$ cat src/kwm_pkg.sv
// Shared constants, payload types, sequencer states and address helper for the k-way merge.
package kwm_pkg;

    localparam int NUM_LISTS  = 8;
    localparam int LIST_DEPTH = 256;

    localparam int VAL_W     = 32;
    localparam int LIST_W    = (NUM_LISTS > 1) ? $clog2(NUM_LISTS) : 1;
    localparam int CNT_W     = $clog2(LIST_DEPTH + 1);
    localparam int RAM_DEPTH = NUM_LISTS * LIST_DEPTH;
    localparam int RAM_AW    = (RAM_DEPTH > 1) ? $clog2(RAM_DEPTH) : 1;
    localparam int REM_W     = $clog2(RAM_DEPTH + 1);

    localparam logic [1:0] OP_LOAD  = 2'd0;
    localparam logic [1:0] OP_PULL  = 2'd1;
    localparam logic [1:0] OP_CLEAR = 2'd2;

    typedef struct packed {
        logic [1:0]              operation;
        logic [2:0]              list_index;
        logic signed [VAL_W-1:0] value;
    } kwm_item_t;

    typedef struct packed {
        logic signed [VAL_W-1:0] merged_value;
        logic                    valid_res;
        logic                    last;
        logic                    overflow;
    } kwm_result_t;

    // One step for the compare unit: the head of list idx arrives from the RAM this cycle.
    typedef struct packed {
        logic              clr;
        logic              step;
        logic [LIST_W-1:0] idx;
        logic              nonempty;
        logic [CNT_W-1:0]  count;
    } kwm_cmp_ctl_t;

    typedef struct packed {
        logic                    found;
        logic [LIST_W-1:0]       best_idx;
        logic signed [VAL_W-1:0] best_val;
        logic [REM_W-1:0]        remaining;
    } kwm_cmp_stat_t;

    typedef enum logic [2:0] {
        ST_IDLE,
        ST_LOAD,
        ST_SCAN,
        ST_DRAIN,
        ST_PICK,
        ST_ADVANCE,
        ST_FINISH
    } kwm_state_t;

    // Lists occupy consecutive slices of LIST_DEPTH words in the element RAM.
    function automatic logic [RAM_AW-1:0] kwm_addr(input logic [LIST_W-1:0] idx,
                                                   input logic [CNT_W-1:0] pos);
        logic [RAM_AW-1:0] base;
        base = RAM_AW'(idx) * RAM_AW'(LIST_DEPTH);
        return base + RAM_AW'(pos);
    endfunction

endpackage

$ cat src/kwm_minsel.sv
// Shared compare unit: keeps the running minimum head and the count of remaining elements.
module kwm_minsel (
    input  logic                              clk,
    input  logic                              rst_n,
    input  kwm_pkg::kwm_cmp_ctl_t             ctl,
    input  logic signed [kwm_pkg::VAL_W-1:0]  head,
    output kwm_pkg::kwm_cmp_stat_t            stat
);
    import kwm_pkg::*;

    logic                    found_reg, found_next;
    logic [LIST_W-1:0]       best_idx_reg, best_idx_next;
    logic signed [VAL_W-1:0] best_val_reg, best_val_next;
    logic [REM_W-1:0]        remaining_reg, remaining_next;
    logic                    take;

    // Strict less-than keeps the lowest list index on ties, since lists are visited in order.
    assign take = ctl.step && ctl.nonempty && (!found_reg || (head < best_val_reg));

    always_comb
    begin
        found_next     = found_reg;
        best_idx_next  = best_idx_reg;
        best_val_next  = best_val_reg;
        remaining_next = remaining_reg;
        if (ctl.clr)
        begin
            found_next     = 1'b0;
            remaining_next = '0;
        end
        else
        begin
            if (ctl.step && ctl.nonempty)
            begin
                remaining_next = remaining_reg + REM_W'(ctl.count);
            end
            if (take)
            begin
                found_next    = 1'b1;
                best_idx_next = ctl.idx;
                best_val_next = head;
            end
        end
    end

    always_ff @(posedge clk or negedge rst_n)
    begin
        if (!rst_n)
        begin
            found_reg     <= 1'b0;
            remaining_reg <= '0;
        end
        else
        begin
            found_reg     <= found_next;
            remaining_reg <= remaining_next;
        end
    end

    always_ff @(posedge clk)
    begin
        best_idx_reg <= best_idx_next;
        best_val_reg <= best_val_next;
    end

    assign stat.found     = found_reg;
    assign stat.best_idx  = best_idx_reg;
    assign stat.best_val  = best_val_reg;
    assign stat.remaining = remaining_reg;

endmodule

$ cat config.mk
export PLATFORM = sky130hd
export DESIGN_NAME = kwm_minsel
export DESIGN_NICKNAME = d
export VERILOG_FILES = /design/src/kwm_pkg.sv /design/src/kwm_minsel.sv
export SDC_FILE = /design/constraint.sdc
export NUM_CORES = 1
export LEC_CHECK = 0
export ABC_AREA = 0
export BUFFER_PORTS_ARGS = -buffer_cell sky130_fd_sc_hd__buf_2
export CELL_PAD_IN_SITES_DETAIL_PLACEMENT = 0
export CELL_PAD_IN_SITES_GLOBAL_PLACEMENT = 1
export CORE_UTILIZATION = 38
export DETAILED_ROUTE_END_ITERATION = 8
export PLACE_DENSITY_LB_ADDON = 0.2
export RECOVER_POWER = 25
export SLEW_MARGIN = 10
export SYNTH_ARGS = -nofsm -noshare
export SYNTH_HDL_FRONTEND = slang
export SYNTH_SLANG_ARGS = --single-unit
$ cat constraint.sdc
create_clock -name clk -period 5.6 [get_ports clk]
set_input_delay 0 -clock clk [delete_from_list [all_inputs] [get_ports clk]]
set_output_delay 0 -clock clk [all_outputs]
set_load 0.01 [all_outputs]
# After elaboration in Yosys (flattened, before gate mapping)
# Index checks and enable logic that the tools add are counted.
# word_totals
wordCells,18
out_inout_bits,48
input_bits,49
ff_bits,48
# op_classes
add_sub_neg,1
muxes,4
n_lt_le_gt_ge,1
reduce_logical,7
bitwise_logic,1
# op_table
op,n
less-than comparator 32 bit,1
2-to-1 mux 12 bit,2
adder 12 x 9 -> 12 bit,1
nonzero test 2 bit,2
logical AND 1 bit,2
2-to-1 mux 1 bit,2
AND reduction 2 bit,1
logical NOT 1 bit,1
logical OR 1 bit,1
NOT 1 bit,1

# Logic depth before layout (Yosys ltp)
# depth
ltp_word,5
mapped_depth,8
mapped_depth_nobuf,8

# Worst setup path before layout
# No wires, ideal clock.
# synth_timing
path_type,register to register
startpoint,register best_val_reg[5]
endpoint,"register best_idx_reg[0], enable pin"
path_stages_with_launch,9
required_ps,5151
setup_ps,449
n_path_buf,0
slack_ps,1472
synth_period_minus_slack_ps,4128
arrival_ps,3679
cell_sequence,edfxtp_1 > inv_1 > ha_1 > a21o_1 > a221o_1 > a31oi_1 > o32ai_1 > or4_1 > a31oi_1
# synth_via
elab_chain_cells,4
# synth_rtl
element,line,source
from (decl),kwm_minsel.sv:13,"logic signed [VAL_W-1:0] best_val_reg, best_val_next;"
from (signal assigned),kwm_minsel.sv:63,best_val_reg <= best_val_next;
less-than comparator 32 bit,kwm_minsel.sv:18,assign take = ctl.step && ctl.nonempty && (!found_reg || (head < best_val_reg));
logical OR 1 bit,kwm_minsel.sv:18,
logical AND 1 bit,kwm_minsel.sv:18,
AND reduction 2 bit (no line),--,
to (signal assigned),kwm_minsel.sv:62,best_idx_reg <= best_idx_next;
to (decl),kwm_minsel.sv:12,"logic [LIST_W-1:0] best_idx_reg, best_idx_next;"
# Every way passes these cells.
# A chain may end at the register's enable or synchronous reset.

# Worst setup path after layout
# layout_timing
startpoint,register best_val_reg[5]
endpoint,"register best_val_reg[21], enable pin"
# layout_via
elab_chain_cells,4
# layout_rtl
element,line
less-than comparator 32 bit,kwm_minsel.sv:18
logical OR 1 bit,kwm_minsel.sv:18
logical AND 1 bit,kwm_minsel.sv:18
AND reduction 2 bit (no line),--
# Every way passes these cells.

==> summary.md <==
| Metric | Value |
|---|---|
| Largest net degree at the start of global routing | 21 |
| RSZ-0062 raised after global routing | no |
| Syn avg cell area | between 10 and 15 sq um |
| Clock Path Buffers | 2 |
| Detailed placer's ending HPWL | 4.46 mm |
| Max_slew headroom | 0.500 |
| Maximum vdd drop | 0.122 mV |
| Die X-Extent | between 80 and 90 um |
| Finished Core Util | 0.552 |
| Power per cell area | 218 nW/um^2 |
| Post-cts resize count | 0 |
| Slew Viols, Final | 0 |
| Slew @ Worst Pin | between 0.7 and 0.8 ns |
| Routed len/inst | 12.5 um |
| DRT Pass-1 Iters | 4 |
| Setup violators final | 0 |
| Yosys warning count | 0 |
| Die span in y | 86.8 um |
| DR vias/cell | ~4.7 |
| Number of unique standard cell types used by synthesis | 39 |
| I/O Buffers | 96 |
| Initial antenna violation count | 0 |
| GPL Wtd Cong | about 0.74 |
| Layout cells sized above 1 | 0.241 |
| Crit end category | register |
| # diodes | 0 |
| Startpoint types | register |
| Max FFs per register | 32 |
| Cell Area, Synth | 2730 sq um |
| DIE AREA | between 7000 and 8000 sq um |
| Max_cap viols | 0 |
| Postcts setup bufs | 0 |
| Sink Count | 48 |
| Area share of the largest cell type after synthesis | 0.385 |
| Most common flop cell mapped by yosys | edfxtp_1 |
| Total number of vias | 2220 |
| Core Footprint | approximately 6900 sq um |
| Post-synth EDFFs | 35 |
| Total Neg Setup Slack | 0 ns |
| Root Driver | clkbuf_8 |
| Largest cells by area after synthesis | edfxtp_1, ha_1, dfrtp_1 |
| FP Rows | 30 |
| H-tree depth | 2 |
| Max Freq | between 300 and 400 MHz |
| Seq/Total Area, Yosys | 0.504 |
| Leakage | 0.00178 uW |
| Multi-input gate area | 1220 sq um |
| Num ports | 97 |
| Syn Nets | about 330 |
| Final Hold Viols | 0 |
| Syn Inst Count | 243 |
| WS Path Type | register to register |
| Post-Route WL | between 5 and 6 mm |
| Most numerous cell in the Yosys netlist | ha_1 |
| Antenna Violating Nets Remaining | 0 |
| Area delta synth->final | 39.0% |
| Initial core utilization | 0.397 |
| Arrival time at the worst endpoint | 3.21 ns |
| Register area | 1380 sq um |
| Global-route wire length before repair | between 9 and 10 mm |
| Worst-path clk slew | 0.09 ns |
| Residual DRC | 0 |
| Clock latency on the worst-skew pair | roughly 0.30 ns |
| Synth Register Bits | 48 |
| Final std cells w/o fill | between 400 and 500 |
| Post-synth ARST share | 0.271 |
| Minimum clock period | 3.22 ns |
| Hold crit path type | input pin to register |
| GRT Total Usage | 0.171 |
| Cell taking the most area after synthesis | edfxtp_1 |
| Setup Skew | about 0.0024 ns |
| Status | finished, final reports clean |
| Filler cell count in the final layout | 644 |
| Nets@finish | 470 |
| Iter 0 DRT Violations | 46 |
| Critical Path RT | roughly 5.6 ns |
| Placed insts | 433 |
| Congestion Overflow GR | 0 |
| Most common library cells after synthesis | ha_1, edfxtp_1, inv_1 |
| Vias in the first global route | 2233 |
| CTS tree | yes |
| Hold_buf cts | 36 |
| Critical path fanouts, max | 20 |
| Tcrit/Tclk final | 0.575 |
| TritonCTS Buffers | 5 |
## kinds of logic after synthesis
logic type	synth area share
AOI/OAI and AO/OA	0.127
xor gates and xnor gates	0.0193
adders and majority gates	0.191
buffers and inverters	0.0550
DFF	0.504
and+or+nand+nor	0.104
## power by group
part	switching, uW	leakage, uW	internal [uW]	total, uW
sequential	7.66	0.000497	396	404
clock	116	0.0000645	158	274
combinational	76.8	0.00122	72.4	149
total	201	0.00178	626	827
## worst max-delay path: stages, from the launching register on
cell and delay [ns]:
edfxtp_1 0.38, inv_1 0.06, ha_1 0.23, a21o_1 0.19, a221o_1 0.33, a31oi_1 0.19
o32ai_1 0.12, or4_1 0.46, a31oi_4 0.55, buf_4 0.38
## worst paths after layout
kind                                endpoint              from  cells after the start  slack [ns]
max in group asynchronous   remaining_reg[7]             rst_n                      2        4.86
setup reg to reg            best_val_reg[21]   best_val_reg[5]                      9        2.38
setup / recovery            best_val_reg[21]   best_val_reg[5]                      9        2.38
min in group asynchronous   remaining_reg[1]             rst_n                      2        0.27
hold / removal             remaining_reg[10]           ctl[14]                      2        0.05
hold reg to reg             remaining_reg[4]  remaining_reg[4]                      2        0.55
## cell type report
type	count	area share
inverter	34	0.0336
sequential	48	0.363
multi-input combinational	158	0.321
timing repair buffer	133	0.217
clock buffer	7	0.0254
tap	96	0.0317
clock inverter	1	0.00792
## per-layer routing
| metal | track usage | vias to the layer above | part of all wire |
|---|---|---|---|
| met5 | 0 | - | 0 |
| met4 | 0.0455 | 0 | 0.010 |
| met3 | 0.0400 | 7 | 0.053 |
| met2 | 0.297 | 63 | 0.46 |
| met1 | 0.214 | 997 | 0.48 |
| li1 | - | 1153 | - |
## through the flow
step / power, uW / hold WS, ns / setup slack (ns) / instance area [sq um]
2_1_floorplan: 491 / -0.296 / 1.47 / 2730
4_1_cts: 839 / 0.0434 / 2.30 / 3820
3_3_place_gp: 542 / -0.0871 / 2.38 / 3330
3_5_place_dp: 544 / -0.0843 / 2.31 / 3330
5_1_grt: 868 / 0.0493 / 2.16 / 3790
6_report: 827 / 0.0458 / 2.38 / 3790
## cell usage in the layout (no fill, tap or decap), drive strengths merged, types with 3 or more instances in the layout
| master | n |
|---|---|
| o21ai | 10 |
| a211oi | 3 |
| dfrtp | 13 |
| xnor2 | 3 |
| or4 | 4 |
| nand2 | 19 |
| o31ai | 3 |
| nor2 | 8 |
| a21o | 3 |
| or2b | 3 |
| a21oi | 25 |
| nand3b | 3 |
| clkbuf | 26 |
| nand4 | 4 |
| inv | 34 |
| o21bai | 4 |
| xor2 | 3 |
| dlygate4sd3 | 36 |
| edfxtp | 35 |
| ha | 40 |
| a31oi | 3 |
| buf | 78 |
Note: power is estimated with default switching activity, not from simulation.
